$ cat config.mk
export PLATFORM = sky130hd
export DESIGN_NAME = wcvs_controller
export DESIGN_NICKNAME = d
export VERILOG_FILES = /design/src/rtl/core/wcvs_pkg.sv /design/src/rtl/core/wcvs_controller.sv
export SDC_FILE = /design/constraint.sdc
export NUM_CORES = 1
export LEC_CHECK = 0
export BUFFER_PORTS_ARGS = -buffer_cell sky130_fd_sc_hd__buf_2
export CORE_AREA = 2 2 39 41
export CTS_CLUSTER_SIZE = 8
export DETAILED_ROUTE_END_ITERATION = 12
export DIE_AREA = 0 0 41 43
export PLACE_DENSITY = 0.62
export SYNTH_ARGS = -nofsm -noshare
export SYNTH_HDL_FRONTEND = slang
export SYNTH_SLANG_ARGS = --single-unit
$ cat constraint.sdc
create_clock -name clk_i -period 1.8 [get_ports clk_i]
set_input_delay 0.09 -clock clk_i [delete_from_list [all_inputs] [get_ports clk_i]]
set_output_delay 0.09 -clock clk_i [all_outputs]
set_load 0.01 [all_outputs]
$ cat src/rtl/core/wcvs_pkg.sv
// ----------------------------------------------------------------------------
// Weighted cache victim selector package
// Transaction types, entry layout, controller/datapath interface, constants.
// ----------------------------------------------------------------------------
package wcvs_pkg;

  localparam int HANDLE_W = 6;
  localparam int TIME_W   = 63;
  localparam int FACTOR_W = 32;
  localparam int SIZE_W   = 32;
  localparam int PRIO_W   = 3;
  localparam int STAT_W   = 2;
  // (size + 10) * 100000 fits 50 bits, times (prio + 1) fits 53 bits
  localparam int PROD_W   = 50;
  localparam int NUM_W    = 53;
  localparam int DCNT_W   = 6;

  localparam logic [FACTOR_W-1:0] FACTOR_INIT  = 32'hFFFF_FFFD;
  localparam logic [FACTOR_W-1:0] FACTOR_CLEAR = 32'hFFFF_FFFE;
  localparam logic [FACTOR_W-1:0] FACTOR_MAX   = 32'hFFFF_FFFF;
  localparam logic [PRIO_W-1:0]   MEDIUM_PRIORITY = 3'd1;
  localparam logic [STAT_W-1:0]   ST_NOT_CACHED   = 2'd0;
  localparam logic [SIZE_W:0]     SIZE_BIAS = 33'd10;
  // 1e6 / 10 from the factor formula
  localparam logic [16:0]         SCALE     = 17'd100000;

  typedef enum logic [3:0] {
    OP_INIT          = 4'd0,
    OP_CLEAR         = 4'd1,
    OP_UPDATE_FACTOR = 4'd2,
    OP_SET_SIZE      = 4'd3,
    OP_SET_STATUS    = 4'd4,
    OP_INVALIDATE    = 4'd5,
    OP_FIND_VICTIM   = 4'd6,
    OP_ADD_USAGE     = 4'd7,
    OP_SUB_USAGE     = 4'd8,
    OP_READ_ENTRY    = 4'd9,
    OP_CLEAR_ALL     = 4'd10
  } op_e;

  typedef struct packed {
    logic [3:0]          operation;
    logic [HANDLE_W-1:0] handle;
    logic [PRIO_W-1:0]   affinity;
    logic [SIZE_W-1:0]   size_bytes;
    logic [STAT_W-1:0]   status;
    logic [FACTOR_W-1:0] start_value;
    logic [TIME_W-1:0]   time_ns;
  } in_t;

  typedef struct packed {
    logic                victim_found;
    logic [HANDLE_W-1:0] victim_handle;
    logic [SIZE_W-1:0]   entry_size;
    logic [STAT_W-1:0]   entry_status;
    logic [SIZE_W-1:0]   cache_usage;
  } out_t;

  typedef struct packed {
    logic                occupied;
    logic [SIZE_W-1:0]   file_size;
    logic [PRIO_W-1:0]   prio;
    logic [STAT_W-1:0]   ent_state;
    logic [FACTOR_W-1:0] factor;
    logic [TIME_W-1:0]   last_access;
  } entry_t;

  typedef struct packed {
    logic capture;
    logic rd_handle;
    logic rd_scan;
    logic load_ent;
    logic cnt_clr;
    logic cnt_inc;
    logic sweep_wr;
    logic sweep_rst;
    logic scan_init;
    logic mul0;
    logic mul1;
    logic div_step;
    logic entry_wr;
    logic out_load;
  } cmd_t;

  typedef struct packed {
    logic [3:0] operation;
    logic       ok;
    logic       cnt_last;
    logic       div_last;
    logic       out_free;
  } sts_t;

  function automatic entry_t wipe_entry(input logic [TIME_W-1:0] t);
    entry_t e;
    e.occupied    = 1'b0;
    e.file_size   = '0;
    e.prio        = MEDIUM_PRIORITY;
    e.ent_state   = ST_NOT_CACHED;
    e.factor      = FACTOR_CLEAR;
    e.last_access = t;
    return e;
  endfunction

endpackage

$ cat src/rtl/core/wcvs_controller.sv
// ----------------------------------------------------------------------------
// Weighted cache victim selector controller
// Sequences table access, sweep, scan, factor divide and result hand-off.
// ----------------------------------------------------------------------------
module wcvs_controller (
  input  logic          clk_i,
  input  logic          rst_ni,
  input  logic          in_valid_i,
  output logic          in_ready_o,
  input  wcvs_pkg::sts_t sts_i,
  output wcvs_pkg::cmd_t cmd_o
);
  import wcvs_pkg::*;

  localparam logic [3:0] S_RST_CLR = 4'd0;
  localparam logic [3:0] S_IDLE    = 4'd1;
  localparam logic [3:0] S_READ    = 4'd2;
  localparam logic [3:0] S_LOAD    = 4'd3;
  localparam logic [3:0] S_SWEEP   = 4'd4;
  localparam logic [3:0] S_SCAN    = 4'd5;
  localparam logic [3:0] S_TAIL    = 4'd6;
  localparam logic [3:0] S_MUL0    = 4'd7;
  localparam logic [3:0] S_MUL1    = 4'd8;
  localparam logic [3:0] S_DIV     = 4'd9;
  localparam logic [3:0] S_WRITE   = 4'd10;
  localparam logic [3:0] S_DONE    = 4'd11;

  logic [3:0] state_q, state_d;

  always_ff @(posedge clk_i or negedge rst_ni) begin
    if (!rst_ni) begin
      state_q <= S_RST_CLR;
    end else begin
      state_q <= state_d;
    end
  end

  assign in_ready_o = (state_q == S_IDLE);

  always_comb begin
    state_d = state_q;
    cmd_o   = '0;
    case (state_q)
      S_RST_CLR: begin
        cmd_o.sweep_wr  = 1'b1;
        cmd_o.sweep_rst = 1'b1;
        cmd_o.cnt_inc   = 1'b1;
        if (sts_i.cnt_last) begin
          state_d = S_IDLE;
        end
      end
      S_IDLE: begin
        if (in_valid_i) begin
          cmd_o.capture = 1'b1;
          state_d       = S_READ;
        end
      end
      S_READ: begin
        cmd_o.rd_handle = 1'b1;
        state_d         = S_LOAD;
      end
      S_LOAD: begin
        cmd_o.load_ent = 1'b1;
        cmd_o.cnt_clr  = 1'b1;
        case (sts_i.operation)
          OP_CLEAR_ALL: state_d = S_SWEEP;
          OP_FIND_VICTIM: begin
            cmd_o.scan_init = 1'b1;
            state_d         = S_SCAN;
          end
          OP_UPDATE_FACTOR: state_d = sts_i.ok ? S_MUL0 : S_WRITE;
          default: state_d = S_WRITE;
        endcase
      end
      S_SWEEP: begin
        cmd_o.sweep_wr = 1'b1;
        cmd_o.cnt_inc  = 1'b1;
        if (sts_i.cnt_last) begin
          state_d = S_WRITE;
        end
      end
      S_SCAN: begin
        cmd_o.rd_scan = 1'b1;
        cmd_o.cnt_inc = 1'b1;
        if (sts_i.cnt_last) begin
          state_d = S_TAIL;
        end
      end
      S_TAIL: state_d = S_DONE;
      S_MUL0: begin
        cmd_o.mul0 = 1'b1;
        state_d    = S_MUL1;
      end
      S_MUL1: begin
        cmd_o.mul1 = 1'b1;
        state_d    = S_DIV;
      end
      S_DIV: begin
        cmd_o.div_step = 1'b1;
        if (sts_i.div_last) begin
          state_d = S_WRITE;
        end
      end
      S_WRITE: begin
        cmd_o.entry_wr = 1'b1;
        state_d        = S_DONE;
      end
      S_DONE: begin
        if (sts_i.out_free) begin
          cmd_o.out_load = 1'b1;
          state_d        = S_IDLE;
        end
      end
      default: state_d = S_RST_CLR;
    endcase
  end

endmodule

==> results of run 1 <==
==> cells in the mapped netlist <==
| master | n | area [µm²] |
|---|---|---|
| nor3_1 | 10 | 50.05 |
| nor2b_1 | 2 | 12.51 |
| a311oi_1 | 1 | 8.760 |
| a2111o_1 | 1 | 11.26 |
| nand2b_4 | 1 | 13.76 |
| o2111a_1 | 1 | 11.26 |
| a211oi_1 | 1 | 7.510 |
| a2111oi_2 | 1 | 15.01 |
| xnor2_1 | 1 | 8.760 |
| inv_1 | 4 | 15.01 |
| buf_4 | 2 | 15.01 |
| o21ai_0 | 2 | 10.01 |
| o211ai_1 | 1 | 7.510 |
| mux2i_1 | 1 | 10.01 |
| o311ai_0 | 1 | 8.760 |
| nand2b_1 | 2 | 12.51 |
| buf_2 | 3 | 15.01 |
| and2_1 | 1 | 6.260 |
| nor4_1 | 1 | 6.260 |
| o22ai_1 | 1 | 6.260 |
| a21oi_1 | 4 | 20.02 |
| nand3b_1 | 1 | 7.510 |
| and3_1 | 3 | 18.77 |
| dfrtp_1 | 4 | 100.1 |
| nand2_1 | 5 | 18.77 |
| nand3_1 | 1 | 5.000 |
| nor2_1 | 8 | 30.03 |
==> kinds of logic (layout without fill, tap and decap cells) <==
kind of cell	after synthesis	after routing	synth area share
buffers and inverters	9	34	0.09969
flip-flops	4	4	0.2216
XOR/XNOR	1	1	0.01939
AND/OR/NAND/NOR	35	35	0.4017
multiplexers	1	1	0.02216
AO/OA/AOI/OAI	14	14	0.2355
==> area by class of cell <==
class | count | area, µm²
sequential | 4 | 101.3
multi-input combinational | 51 | 311.5
inverter | 4 | 15.01
timing repair buffer | 27 | 142.6
fill | 149 | 770.7
clock buffer | 3 | 22.52
tap | 16 | 20.02
==> stage by stage <==
stage	cell area [µm²]	hold WS, ns	cells	util
finish	613.1	0.1850	105	0.4430
global route	613.1	0.2152	105	0.4430
CTS	608.1	0.1864	105	0.4394
detailed placement	574.3	-0.1012	101	0.4150
global placement	574.3	-0.1035	101	0.4150
floorplan	451.7	-0.2056	64	-
==> cells in the final DEF (no fill, tap or decap), drive strengths merged <==
master / count
buf: 26
nor3: 10
nor2: 8
nand2: 5
inv: 4
a21oi: 4
dfrtp: 4
and3: 3
clkbuf: 3
nand2b: 3
nor2b: 2
o21ai: 2
nor4: 1
and2: 1
mux2i: 1
a2111oi: 1
a211oi: 1
a2111o: 1
o311ai: 1
nand3b: 1
o2111a: 1
a311oi: 1
o211ai: 1
nand3: 1
o22ai: 1
xnor2: 1
dlygate4sd3: 1
==> routing by layer <==
metal / vias to the layer above / track usage / wire length [µm]
met5: - / 0 / 0
met1: 247 / 0.2143 / 539
li1: 286 / - / -
met3: 3 / 0.04712 / 109
met2: 33 / 0.2656 / 613
met4: 0 / 0.1200 / 22
==> final timing paths <==
| check | start | slack [ns] | end | depth (start not counted) |
|---|---|---|---|---|
| setup / recovery | state_q[1] | 0.17 | cmd_o[5] | 4 |
| hold / removal | rst_ni | 0.18 | state_q[2] | 2 |
| setup reg to reg | state_q[2] | 0.35 | state_q[0] | 5 |
| hold reg to reg | state_q[0] | 0.70 | state_q[2] | 2 |
| max in group asynchronous | rst_ni | 1.49 | state_q[0] | 2 |
| min in group clk_i | sts_i[7] | 0.25 | state_q[2] | 4 |
==> power breakdown <==
part,internal [µW],total [µW],switching [µW]
Sequential,131,259,128
Clock,74.7,113,38.2
Combinational,234,526,293
Total,439,899,459
==> repair_timing <==
action | CTS | global route
hold buffers | 1 | 0
gates resized for setup | 1 | 1
setup endpoints to repair | 1 | 1
endpoints found under the hold margin | 4 | 0
gates cloned | 0 | 0
pin swaps | 0 | 0
==> reports/qor.csv, run 1 <==
metric,value,unit
area_delta_synth_final,35.73,%
slew_headroom,0.7043,
min_path_type,in2async,
grt_start_max_net_pins,17,
finalSetupViolCount,0,
pwr_density_cell,1466,nW/µm²
grt_pass1_vias,497,
start_kind,flip-flop,
crit_type,reg2out,
worst_pin_slew,0.4435,ns
tritoncts,done,
top_register,state_q,
slowest_stage,dfrtp_1,
vdd_drop_max,439.5,µV
grt_antenna_before_repair,0,
drv_slew,0,
boundaryPins,26,
status,finished clean,
hold_viol_final,0,
gp_congestion,0.8643,
dr.pass1.iters,4,
avgSynthCellArea,7.058,µm²
cts.sinks,4,
place_ws,0.2478,ns
p_leak,0.0003165,µW
path_clk_slew,0.04,ns
period_share,0.9058,
power,898.8,µW
clockBufferDepth,2,
crit_path_cell_trace,nand2_1 -> nor3_2 -> and3_1 -> buf_2,
critPathMaxStageDelay,0.53,ns
numCtsBuffers,3,
fmax,613.3,MHz
drt-initial-drc-count,17,
post-cts-setup-buffers,0,
cp.arrival,1.54,ns
dieArea,1763,µm²
rsz0062_at_grt,no,
ys.warnings.count,0,
ys_seq_area_frac,0.2216,
syn-cell-area,451.7,µm²
maxCapViolations,0,
htree_levels,1,
wl_per_cell,12.24,µm
antenna_left,0,
syn_inst,64,
grt_first_pass_wirelength,2.090,mm
drt-total-wl,1.285,mm
fin_setup_tns,0,ns
start_util,0.3264,
hpwlAfterDp,981,µm
die_w,41,µm
worstSkewPairLatency,0.24,ns
cp-end-kind,output port,
crit_path_max_fanout,10,
cpLargestDelayFamily,simple AND/OR/NAND/NOR gates,
fin_skew,0.002728,ns
grt_use_total,0.1793,
overflow,0,
antenna_cells,0,
coreArea,1384,µm²
synth_seq_cells,4,
viasPerCell,5.419,
finalCriticalPeriod,1.630,ns
syn_nets,75,
reg.largest.list,state_q: 4 flops,
portBuffers,25,
worst-path-buf-inv,1,
num-nets-final,102,
num_rows,14,
largest_reg_flops,4,
vias,569,
synth_cell_types,27,
die_h,43,µm
fin_ws,0.1696,ns
cts-root-buf,clkbuf_4,
drc,0,
layout-drive-gt1-share,0.3708,
critical_path_required,1.71,ns
(Power assumes the default switching activity.)
==> run 2: changes to the inputs <==
--- a/config.mk
+++ b/config.mk
@@ -6,11 +6,14 @@
 export NUM_CORES = 1
 export LEC_CHECK = 0
 export BUFFER_PORTS_ARGS = -buffer_cell sky130_fd_sc_hd__buf_2
-export CORE_AREA = 2 2 39 41
-export CTS_CLUSTER_SIZE = 8
+export CELL_PAD_IN_SITES_DETAIL_PLACEMENT = 0
+export CELL_PAD_IN_SITES_GLOBAL_PLACEMENT = 1
+export CORE_ASPECT_RATIO = 1.2
+export CORE_MARGIN = 2
+export CORE_UTILIZATION = 27
+export CTS_CLUSTER_SIZE = 12
 export DETAILED_ROUTE_END_ITERATION = 12
-export DIE_AREA = 0 0 41 43
-export PLACE_DENSITY = 0.62
+export PLACE_DENSITY = 0.73
 export SYNTH_ARGS = -nofsm -noshare
 export SYNTH_HDL_FRONTEND = slang
 export SYNTH_SLANG_ARGS = --single-unit
==> run 2 against run 1 <==
Against the previous run: sequential share of layout area decreased by 0.33 points; fmax increased by 2.2%; clock skew grew 0.0040 ns; routed wire length is 0.86% lower; setup slack better by 0.035 ns; cell count rose by 3.8%; clock-buffer cell count did not move; sequential cell count did not move; critical path type unchanged; critical endpoint unchanged.
==> reports/qor.csv, run 2 (synthesis results as in run 1) <==
metric,value,unit,change
num-nets-final,104,,+2.0%
fin_skew,0.006725,ns,+0.003997 ns
grt_use_total,0.1469,,-0.03235
path_clk_slew,0.04,ns,about the same
viasPerCell,5.046,,-6.9%
tritoncts,done,,
hold_viol_final,0,,unchanged
cpLargestDelayFamily,simple AND/OR/NAND/NOR gates,,
grt_first_pass_wirelength,2.090,mm,unchanged
wl_per_cell,11.69,µm,-4.5%
drv_slew,0,,unchanged
post-cts-setup-buffers,0,,unchanged
crit_path_max_fanout,10,,unchanged
cts-root-buf,clkbuf_4,,
crit_path_cell_trace,nand2_1 -> nor3_1 -> and3_1 -> buf_2,,
period_share,0.8862,,-0.01963
die_w,41.34,µm,+0.82%
rsz0062_at_grt,no,,
place_ws,0.3434,ns,+0.09561 ns
grt_antenna_before_repair,0,,unchanged
critPathMaxStageDelay,0.48,ns,-0.05 ns
cts.sinks,4,,unchanged
antenna_cells,0,,unchanged
final_common_cell,buf_2,,
pwr_density_cell,1467,nW/µm²,about the same
finalCriticalPeriod,1.595,ns,-0.03533 ns
num_rows,16,,+2
largest_reg_flops,4,,unchanged
worstSkewPairLatency,0.24,ns,about the same
worst-path-buf-inv,1,,unchanged
dr.pass1.iters,3,,-1
min_path_type,in2async,,
dieArea,2017,µm²,+14%
drt-total-wl,1.274,mm,-0.86%
reg.largest.list,state_q: 4 flops,,
layout-drive-gt1-share,0.3736,,+0.002840
grt_pass1_vias,506,,+1.8%
slowest_stage,dfrtp_1,,
worst_pin_slew,0.3378,ns,-0.1057 ns
crit_type,reg2out,,
start_util,0.2820,,-0.04437
fin_setup_tns,0,ns,unchanged
cp.arrival,1.51,ns,-0.03 ns
die_h,48.81,µm,+13%
portBuffers,25,,unchanged
antenna_left,0,,unchanged
maxCapViolations,0,,unchanged
start_kind,flip-flop,,
boundaryPins,26,,unchanged
vias,550,,-3.3%
cp-end-kind,output port,,
area_delta_synth_final,38.50,%,
fmax,626.9,MHz,+2.2%
final_cells,109,,+3.8%
slew_headroom,0.7748,,+0.07047
hpwlAfterDp,986.6,µm,+0.57%
finalSetupViolCount,0,,unchanged
critical_path_required,1.71,ns,about the same
place_inst,105,,+4.0%
fin_util,0.3906,,-0.05241
grt_start_max_net_pins,12,,-5
top_register,state_q,,
drc,0,,unchanged
vdd_drop_max,860.5,µV,+96%
status,finished clean,,
numCtsBuffers,3,,unchanged
final_area,625.6,µm²,+2.0%
clockBufferDepth,2,,unchanged
mostFrequentLayoutCells,"buf_2, nor3_1, nor2_1, nand2_1",,
drt-initial-drc-count,5,,-12
coreArea,1602,µm²,+16%
p_leak,0.0003241,µW,+2.4%
overflow,0,,unchanged
fillers,181,,+21%
fin_ws,0.2049,ns,+0.03533 ns
gp_congestion,0.8431,,-2.5%
place_area,591.8,µm²,+3.1%
htree_levels,1,,unchanged
## run 2: cell count changes in the layout (fill, tap and decap cells not counted)
cell,previous run,this run
buf_4,1,3
nor3_2,1,0
nor3_1,9,10
## run 2: worst paths after layout
check                      startpoint    endpoint  slack, ns  depth (start not counted)
max in group asynchronous      rst_ni  state_q[1]       1.48                          2
hold / removal                 rst_ni  state_q[0]       0.19                          2
hold reg to reg            state_q[3]  state_q[2]       0.59                          1
setup reg to reg           state_q[2]  state_q[3]       0.35                          3
setup / recovery           state_q[0]    cmd_o[5]       0.20                          4
min in group clk_i           sts_i[1]  state_q[1]       0.26                          4
## run 2: through the flow
stage	power [µW]	hold slack, ns
2_1_floorplan	625.9	-0.2056
3_3_place_gp	808.1	-0.1003
3_5_place_dp	805.3	-0.1015
4_1_cts	923.2	0.1787
5_1_grt	1028	0.2034
6_report	917.9	0.1899
## run 2: what timing repair did
item / CTS / global route
setup endpoints to repair: 0 / 1
hold buffers: 1 / 0
endpoints found under the hold margin: 4 / 0
gates resized for setup: 0 / 1
## run 2: cell type report
type,instances,area (µm²),area share
inverters,4,15.01,0.02400
well taps,18,22.52,0.03600
clock buffers,3,22.52,0.03600
multi-input cells,51,306.5,0.4900
flip-flops and latches,4,101.3,0.1620
repair buffers,29,157.7,0.2520
## run 2: routing by layer
layer | track usage | vias to the layer above | routed length (µm) | share of wire
met5 | 0 | - | 0 | 0
met4 | 0.06989 | 0 | 10 | 0.0078
met3 | 0.05023 | 2 | 114 | 0.089
met2 | 0.2083 | 26 | 551 | 0.43
met1 | 0.1931 | 239 | 598 | 0.47
li1 | - | 283 | - | -
## run 2: where the power goes
group | leakage [µW] | switching [µW] | total (µW) | internal (µW)
logic | 0.000264 | 323 | 582 | 259
registers | 0.0000468 | 93.8 | 226 | 132
clock network | 0.0000138 | 35.4 | 110 | 74.4
total | 0.000324 | 452 | 918 | 465
==> run 3: changes to the inputs <==
==> constraint.sdc (replaced) <==
create_clock -name clk_i -period 1.55 [get_ports clk_i]
set_input_delay 0.0775 -clock clk_i [delete_from_list [all_inputs] [get_ports clk_i]]
set_output_delay 0.0775 -clock clk_i [all_outputs]
set_load 0.01 [all_outputs]
==> run 3 against run 2 <==
Against the previous run: via count increased by 7.3%; register-to-register slack got worse by 0.19 ns; die area unchanged; design area increased by 4.4%; worst hold slack got worse by 0.021 ns; global-route usage increased by 1.7 points; largest power group unchanged; highest routed layer unchanged.
==> reports/qor.csv, run 3 (synthesis results as in run 1) <==
metric,value,unit,change
status,finished clean,,
clockBufferDepth,2,,unchanged
r2r_start,state_q[2],,
fin_util,0.4078,,+0.01719
cp-end-kind,output port,,
fin_ws,0.04462,ns,-0.1603 ns
drc,0,,unchanged
ff2ff_setup_slack,0.16,ns,-0.19 ns
coreArea,1602,µm²,unchanged
rsz0062_at_grt,yes,,
viasPerCell,5.268,,+4.4%
grt_first_pass_wirelength,2.145,mm,+2.6%
slew_headroom,0.7738,,-0.0009410
antenna_left,0,,unchanged
cts-root-buf,clkbuf_4,,
layout-drive-gt1-share,0.4043,,+0.03063
reg2reg_to,state_q[3],,
grt_start_max_net_pins,12,,unchanged
path_clk_slew,0.04,ns,about the same
cp.arrival,1.43,ns,-0.08 ns
grt_pass1_vias,490,,-3.2%
boundaryPins,26,,unchanged
fin_hold_ws,0.1687,ns,-0.02128 ns
area_delta_synth_final,44.60,%,
place_ws,0.1732,ns,-0.1702 ns
portBuffers,25,,unchanged
hold_viol_final,0,,unchanged
maxCapViolations,0,,unchanged
grt_antenna_before_repair,0,,unchanged
mostFrequentLayoutCells,"buf_2, nor3_1, nor2_1, buf_4, nand2_1",,
post-cts-setup-buffers,0,,unchanged
top_register,state_q,,
startpoint,state_q[1],,
p_leak,0.0003409,µW,+5.2%
critPathMaxStageDelay,0.44,ns,-0.04 ns
crit_path_max_fanout,6,,-4
critPathCapture,cmd_o[13],,
gp_congestion,0.8282,,-1.8%
crit_path_cell_trace,inv_1 -> nand2_1 -> nor3_1 -> and2_1 -> buf_2,,
reg.largest.list,state_q: 4 flops,,
slowest_stage,dfrtp_1,,
drv_slew,0,,unchanged
fillers,183,,+1.1%
cts.sinks,4,,unchanged
worst_pin_slew,0.3386,ns,+0.0007582 ns
grt_use_total,0.1638,,+0.01690
worstSkewPairLatency,0.25,ns,about the same
start_util,0.2820,,unchanged
dr.pass1.iters,4,,+1
start_kind,flip-flop,,
die_h,48.81,µm,unchanged
antenna_cells,0,,unchanged
finalCriticalPeriod,1.505,ns,
vdd_drop_max,564.5,µV,-34%
dieArea,2017,µm²,unchanged
vias,590,,+7.3%
largest_reg_flops,4,,unchanged
fin_skew,0.002782,ns,-0.003943 ns
ff2ff_path_depth,3,,unchanged
crit_type,reg2out,,
critical_path_required,1.47,ns,-0.24 ns
num-nets-final,107,,+2.9%
finalSetupViolCount,0,,unchanged
num_rows,16,,unchanged
htree_levels,1,,unchanged
final_common_cell,buf_2,,
wl_per_cell,12.50,µm,+6.9%
overflow,0,,unchanged
hpwlAfterDp,1.103,mm,+12%
min_path_type,in2async,,
drt-initial-drc-count,9,,+4
fmax,664.3,MHz,
numCtsBuffers,3,,unchanged
pwr_density_cell,1741,nW/µm²,+19%
tritoncts,done,,
drt-total-wl,1.400,mm,+9.9%
die_w,41.34,µm,unchanged
period_share,0.9712,,
## run 3: how the worst min path moves through the flow
stage	startpoint	end	slack [ns]	depth (start not counted)
6_report	rst_ni	state_q[1]	0.17	2
5_1_grt	rst_ni	state_q[1]	0.18	2
4_1_cts	rst_ni	state_q[1]	0.17	2
3_5_place_dp	rst_ni	state_q[1]	-0.11	1
3_3_place_gp	rst_ni	state_q[1]	-0.11	1
2_1_floorplan	rst_ni	state_q[0]	-0.22	0
## run 3: metrics by stage
step	TNS [ns]	total power, µW	cells	area [µm²]
after floorplan	0	726.9	64	451.7
after detailed placement	0	980.3	108	614.3
after global placement	0	981.1	108	614.3
after CTS	0	1122	112	648.1
final	0	1137	112	653.1
after global routing	-0.07119	1250	112	653.1
## run 3: worst max-delay path: cells and delay by family, from the launching register on
| kind | cells | cell delay [ns] |
|---|---|---|
| buffers and inverters | 2 | 0.31 |
| and+or+nand+nor | 3 | 0.42 |
| DFF | 1 | 0.44 |
## run 3: power breakdown
part,leakage (µW),switching (µW),internal [µW]
Combinational,0.000280,435,341
Clock,0.0000138,50.0,87.1
Sequential,0.0000469,70.5,154
Total,0.000341,555,582
## run 3: repair_timing
| action | 4_1_cts | 5_1_grt |
|---|---|---|
| hold endpoints to repair | 4 | 0 |
| hold buffers | 1 | 0 |
| setup endpoints to repair | 1 | 4 |
| pin swaps | 0 | 0 |
| gates resized for setup | 1 | 1 |
## run 3: cell type report
class                           count  area [µm²]  area share
Sequential cell                     4       101.3      0.1552
Inverter                            4       15.01     0.02299
Multi-Input combinational cell     51       311.5      0.4770
Tap cell                           18       22.52     0.03448
Clock buffer                        3       22.52     0.03448
Timing Repair Buffer               32       180.2      0.2759
## run 3: routing by layer
metal / up-vias / GRT usage / wire [µm]
met5: - / 0 / 0
met4: 0 / 0.1505 / 59
met3: 7 / 0.04110 / 124
met2: 37 / 0.2318 / 650
met1: 253 / 0.1862 / 566
li1: 293 / - / -
